==> src/design/mcc_pkg.sv <==
// Shared constants, command and status types for the minimum coin change block.
package mcc_pkg;

  localparam int MAX_DENOMS = 8;
  localparam int MAX_AMOUNT = 63;

  localparam int COIN_W = 6;
  localparam int AMT_W = 6;
  localparam int CELL_W = 7;
  localparam int ROW_W = (MAX_DENOMS > 1) ? $clog2(MAX_DENOMS) : 1;
  localparam int CNT_W = $clog2(MAX_DENOMS + 1);
  localparam int TBL_AW = ROW_W + AMT_W;
  localparam int TBL_DEPTH = 1 << TBL_AW;

  localparam logic [CELL_W-1:0] INF_MARK = 7'd127;

  typedef enum logic [1:0] {
    RD_FILL = 2'd0,
    RD_TOT  = 2'd1,
    RD_BT   = 2'd2
  } rd_sel_t;

  typedef struct packed {
    logic    load;
    logic    start;
    logic    rd_en;
    rd_sel_t rd_sel;
    logic    fill_wr;
    logic    bt_init;
    logic    tot_latch;
    logic    take_step;
    logic    row_down;
    logic    emit_zero;
    logic    emit_none;
  } mcc_cmd_t;

  typedef struct packed {
    logic tgt_zero;
    logic no_path;
    logic last_amt;
    logic last_row;
    logic total_inf;
    logic take;
    logic bt_last;
    logic row_zero;
    logic k_zero;
    logic out_free;
  } mcc_sts_t;

endpackage

==> src/design/mcc_ctrl.sv <==
// Controller state machine that sequences loading, table fill, backtrack and result output.
module mcc_ctrl
  import mcc_pkg::*;
(
  input  logic     clk,
  input  logic     rst,
  input  logic     in_valid,
  input  logic     last_coin,
  output logic     in_ready,
  output mcc_cmd_t cmd,
  input  mcc_sts_t sts
);

  typedef enum logic [9:0] {
    S_IDLE     = 10'b0000000001,
    S_START    = 10'b0000000010,
    S_FILL_RD  = 10'b0000000100,
    S_FILL_WR  = 10'b0000001000,
    S_TOT_RD   = 10'b0000010000,
    S_TOT_CHK  = 10'b0000100000,
    S_BT_RD    = 10'b0001000000,
    S_BT_CHK   = 10'b0010000000,
    S_FIN_ZERO = 10'b0100000000,
    S_FIN_NONE = 10'b1000000000
  } state_t;

  state_t state;
  state_t state_next;

  always_ff @(posedge clk) begin
    if (rst) begin
      state <= S_IDLE;
    end else begin
      state <= state_next;
    end
  end

  assign in_ready = (state == S_IDLE);

  always_comb begin
    state_next = state;
    cmd = '0;
    cmd.rd_sel = RD_FILL;
    case (state)
      S_IDLE: begin
        if (in_valid) begin
          cmd.load = 1'b1;
          if (last_coin) begin
            cmd.start = 1'b1;
            state_next = S_START;
          end
        end
      end
      S_START: begin
        if (sts.tgt_zero) begin
          state_next = S_FIN_ZERO;
        end else if (sts.no_path) begin
          state_next = S_FIN_NONE;
        end else begin
          state_next = S_FILL_RD;
        end
      end
      S_FILL_RD: begin
        cmd.rd_en = 1'b1;
        cmd.rd_sel = RD_FILL;
        state_next = S_FILL_WR;
      end
      S_FILL_WR: begin
        cmd.fill_wr = 1'b1;
        if (sts.last_amt && sts.last_row) begin
          state_next = S_TOT_RD;
        end else begin
          state_next = S_FILL_RD;
        end
      end
      S_TOT_RD: begin
        cmd.rd_en = 1'b1;
        cmd.rd_sel = RD_TOT;
        cmd.bt_init = 1'b1;
        state_next = S_TOT_CHK;
      end
      S_TOT_CHK: begin
        cmd.tot_latch = 1'b1;
        if (sts.total_inf) begin
          state_next = S_FIN_NONE;
        end else begin
          state_next = S_BT_RD;
        end
      end
      S_BT_RD: begin
        cmd.rd_en = 1'b1;
        cmd.rd_sel = RD_BT;
        state_next = S_BT_CHK;
      end
      S_BT_CHK: begin
        if (sts.take) begin
          if (sts.out_free) begin
            cmd.take_step = 1'b1;
            state_next = sts.bt_last ? S_IDLE : S_BT_RD;
          end
        end else if (sts.row_zero) begin
          state_next = sts.k_zero ? S_FIN_NONE : S_IDLE;
        end else begin
          cmd.row_down = 1'b1;
          state_next = S_BT_RD;
        end
      end
      S_FIN_ZERO: begin
        if (sts.out_free) begin
          cmd.emit_zero = 1'b1;
          state_next = S_IDLE;
        end
      end
      S_FIN_NONE: begin
        if (sts.out_free) begin
          cmd.emit_none = 1'b1;
          state_next = S_IDLE;
        end
      end
      default: begin
        state_next = S_IDLE;
      end
    endcase
  end

endmodule

==> config.mk <==
export PLATFORM = sky130hd
export DESIGN_NAME = mcc_ctrl
export DESIGN_NICKNAME = d
export VERILOG_FILES = /design/src/design/mcc_pkg.sv /design/src/design/mcc_ctrl.sv
export SDC_FILE = /design/constraint.sdc
export NUM_CORES = 1
export LEC_CHECK = 0
export BUFFER_PORTS_ARGS = -buffer_cell sky130_fd_sc_hd__buf_2
export CORE_MARGIN = 2
export CORE_UTILIZATION = 43
export CTS_CLUSTER_SIZE = 14
export DETAILED_ROUTE_END_ITERATION = 16
export PLACE_DENSITY_LB_ADDON = 0.3
export SLEW_MARGIN = 30
export SYNTH_ARGS = -nofsm -noshare
export SYNTH_HDL_FRONTEND = slang
export SYNTH_SLANG_ARGS = --single-unit
==> constraint.sdc <==
create_clock -name clk -period 1.8 [get_ports clk]
set_input_delay 0.27 -clock clk [delete_from_list [all_inputs] [get_ports clk]]
set_output_delay 0.27 -clock clk [all_outputs]
set_load 0.01 [all_outputs]
Yosys cells after proc, flatten, opt, wreduce, memory -nomap -nowiden
Cells that the tools add are included.
Storage, ports and cells
  logic and storage cells: 45
  output and inout port bits: 13
  bits in registers: 10
Cells by class
  reduce and logical (&&, ||, !) cells: 3
  mux-type cells: 27
  equal/unequal tests: 14
Operator list (count)
  $mux W10: 10
  $pmux W10 S9: 1
  $eq A10 B1 Y1 const B: 1
  $eq A10 B10 Y1 const B: 1
  $eq A10 B2 Y1 const B: 1
  $eq A10 B3 Y1 const B: 1
  $eq A10 B4 Y1 const B: 1
  $eq A10 B5 Y1 const B: 1
  $eq A10 B6 Y1 const B: 1
  $eq A10 B7 Y1 const B: 1
  $eq A10 B8 Y1 const B: 1
  $eq A10 B9 Y1 const B: 1
  $mux W1: 10
  $pmux W3 S3: 1
  $mux W7: 1
  $mux W2: 3
  $mux W5: 1
  $ne A2 B2 Y1 const B: 2
  $reduce_and A4 Y1: 1
  $ne A3 B3 Y1 const B: 1
  $ne A2 B1 Y1 const B: 1
  $reduce_or A2 Y1: 1
  $logic_and A1 B1 Y1: 1

Logic depth before layout (Yosys ltp)
  word-level depth: 4
  depth in mapped cells: 6
  mapped depth without buffers: 5

Least setup slack after synthesis
OpenSTA, ideal clock, no wires.
  kind: reg2out
  start: reg state[2]
  end: out cmd[11] (netlist name)
  path slack: -36 ps
  buffers on the path: 1
  required time: 1530 ps
  cell stages (with the launch flop): 5
  arrival: 1566 ps
  path through: dfxtp_1 buf_6 or4b_4 nor4b_4 and2_2
RTL lines
  start, declared: RTL line mcc_ctrl.sv:27  | state_t state;
  start signal, assigned: RTL line mcc_ctrl.sv:34  | state <= state_next;
  end, declared: RTL line mcc_ctrl.sv:10  | output mcc_cmd_t cmd,

==> out/metrics.cfg <==
[worst_setup_path]
r2r_cells=8
crit_path_max_fanout=3
setup.worst_path.start_class=register
path_delay_family=simple AND/OR/NAND/NOR gates
path_cells=or4b_4 > nor4b_4 > and2_4 > buf_6
cp_num_buf_inv=1
critPathMaxStageDelay_ns=0.54
required_ns=1.53
worstSetupPathType=register to output port
cp.depth=4
cp-end-kind=output port
crit_arrival_ns=1.72
cpMaxStageDelayCell=or4b_4

[die]
coreArea_um2=1710
die_w_um=46.3
num_io_pins=27
initial_core_util_pct=45.1
core.rowCount=15
die_y_um=46.3
dieArea_um2=2150

[logic_synthesis]
synth-xor-area-share_pct=4.55
synth-edff-count=0
synth_seq_area_share_pct=26.0
dominantRegCellSynth=dfxtp_1
ys_seq_elements=10
synth_simple_gate_area_share_pct=46.9
netlist_instances=99
synth_compound_area_share_pct=16.7
syn_area_um2=771
synthAdderAreaFrac_pct=0
ys_warn_count=0
async_flop_share_pct=0
syn_nets=113
synth.avg_cell_area_um2=7.79
synth_top_family_by_area=simple AND/OR/NAND/NOR gates
synthMuxAreaShare_pct=0
synth_cell_types=34

[sta]
skew_ns=0.00726
layout_setup_ws_ns=-0.190
relSlewSlack_pct=59.1
slew_viol_final=0
fin_crit_sh_pct=111
report.final.setup_viol=19
hold_viol_final=0
holdWs_ns=0.250
worst_slew_pin_slew_ns=0.613
period_needed_ns=1.99
fmax_mhz=503
rsz0062_at_grt=true
finalSetupTns_ns=-1.43

[layout]
top_regs=state x10
antenna_cells=0
drive_above_1_share_pct=58.4
fin_nets=165
final_cell_area_um2=1280
area_growth_pct=66.6
regMostFlops=state
largest_reg_flops=10
nFillCells=123

[place]
dp_hpwl_um=1760
place_congestion=0.902
io_buffers=26
placed_area_um2=1040

[outcome]
violations=setup timing
status=complete, but fails checks

[global_route]
grt_pass1_vias=853
antenna_found_initial=0
grt_max_degree=9
grt_overflow=0
grt_usage_pct=26.1
grt_pass1_wl_um=4000

[min_path]
hold_depth=2
holdCritPathClass=input pin to register

[route]
drc=0
wirelength_um=2720
drtIter0Drc=27
firstDrtPassIters=4
viasPerCell=5.72
drtAntennaViolNets=0
wire_per_inst_um=15.6
num_vias=996

[power_and_ir_drop]
swShare_pct=36.3
totalPowerFinal_mw=1.05
p_per_area_nw_per_um2=816
leakage_nw=0.569
power.switching_uw=380
p_int_uw=667
irDropWorstVdd_uv=813
power.clock.fraction_pct=14.8
power_frac_comb_pct=60.9
p_seq_share_pct=24.3

[clock_network]
cts_sinks=10
hold_buffers=0
numCtsBuffers=3
cts.clk_slew.worst_paths_ns=0.07
cts.htree.levels=1
insertion_delay_ns=0.27
clockBufferDepth=2
cts_tree=built
root_buffer=clkbuf_4

[job]
cap_violations=0

==> final timing paths <==
kind                            startpoint  endpoint  slack, ns
worst min register to register    state[3]  state[3]       0.62
worst max register to register    state[2]  state[9]      -0.13
worst min-delay path                   rst  state[8]       0.25
worst max-delay path              state[2]   cmd[11]      -0.19
==> cell usage after synthesis (2+ instances only) <==
library cell / number / area share [%]
nor2_1: 13 / 6.3
nor3b_1: 3 / 2.9
a21oi_1: 3 / 1.9
dfxtp_1: 10 / 26
nor4b_1: 3 / 3.4
nand3_1: 3 / 1.9
clkbuf_1: 3 / 1.5
nor4_1: 5 / 4.1
nor4_2: 2 / 3.2
a32oi_1: 2 / 2.3
nand4b_1: 2 / 2.3
buf_2: 3 / 1.9
nand2_1: 8 / 3.9
a31oi_1: 2 / 1.6
nor3_1: 8 / 5.2
and3_1: 2 / 1.6
inv_1: 2 / 0.97
xor2_1: 3 / 3.4
o21ai_0: 4 / 2.6
nand2b_1: 4 / 3.2
==> worst register-to-register path, stage by stage (launching register included) <==
cell	delay (ns)
dfxtp_2	0.34
or4b_4	0.54
nor4b_4	0.30
buf_4	0.17
buf_6	0.11
buf_6	0.10
o2bb2ai_4	0.13
a221oi_2	0.09
nor2_1	0.11
==> metrics by stage <==
| step | utilization (%) | setup slack, ns | std cells |
|---|---|---|---|
| final | 75.2 | -0.190 | 174 |
| after global routing | 75.2 | -0.236 | 174 |
| after CTS | 68.6 | -0.211 | 171 |
| after detailed placement | 61.1 | 0.0221 | 162 |
| after global placement | 61.1 | 0.0588 | 162 |
| after floorplan | - | -0.0364 | 99 |
==> placed cells by master (no fill, tap or decap), types with 2 or more instances in the layout <==
master    instances
a31oi_1           2
a32oi_1           2
and2_4            2
and3_1            2
buf_2            24
buf_4            23
buf_6             7
clkbuf_4          3
dfxtp_1           4
dfxtp_2           4
dfxtp_4           2
inv_1             2
nand2_1           6
nand2b_1          4
nand3_1           3
nand4b_1          2
nor2_1           11
nor2_2            2
nor3_1            5
nor3_2            3
nor3b_1           3
nor4_2            5
nor4b_1           2
o21ai_0           4
xor2_1            3
==> layer usage <==
layer	track usage (%)	routed length (um)	up-vias
met2	38.6	1350	52
met4	12.6	95	0
met3	9.41	190	12
met1	33.3	1080	460
met5	0	0	-
li1	-	-	472
==> layout make-up <==
type / count / area, um^2 / area share [%]
Sequential cell: 10 / 213 / 16.6
Inverter: 2 / 7.51 / 0.585
Clock buffer: 3 / 22.5 / 1.75
Tap cell: 25 / 31.3 / 2.44
Timing Repair Buffer: 54 / 372 / 28.9
Multi-Input combinational cell: 80 / 638 / 49.7
==> what timing repair did <==
action,4_1_cts,5_1_grt
setup buffers,6,3
resized for setup,16,21
endpoints found under the setup margin,11,23
pin swaps,3,10
==> cell families (layout without fill, tap and decap cells) <==
logic type,after synthesis,in the layout
compound gates,17,17
simple gates,59,59
buf+inv,9,59
xor+xnor,4,4
flops,10,10
==> power by group through the flow <==
stage	combinational (mW)	clock, mW	sequential (mW)
after detailed placement	0.416	0	0.256
after global placement	0.408	0	0.256
after global routing	0.682	0.167	0.256
after floorplan	0.233	0	0.263
final	0.638	0.155	0.255
after CTS	0.549	0.158	0.251
Power figures use the tool's default switching activity.
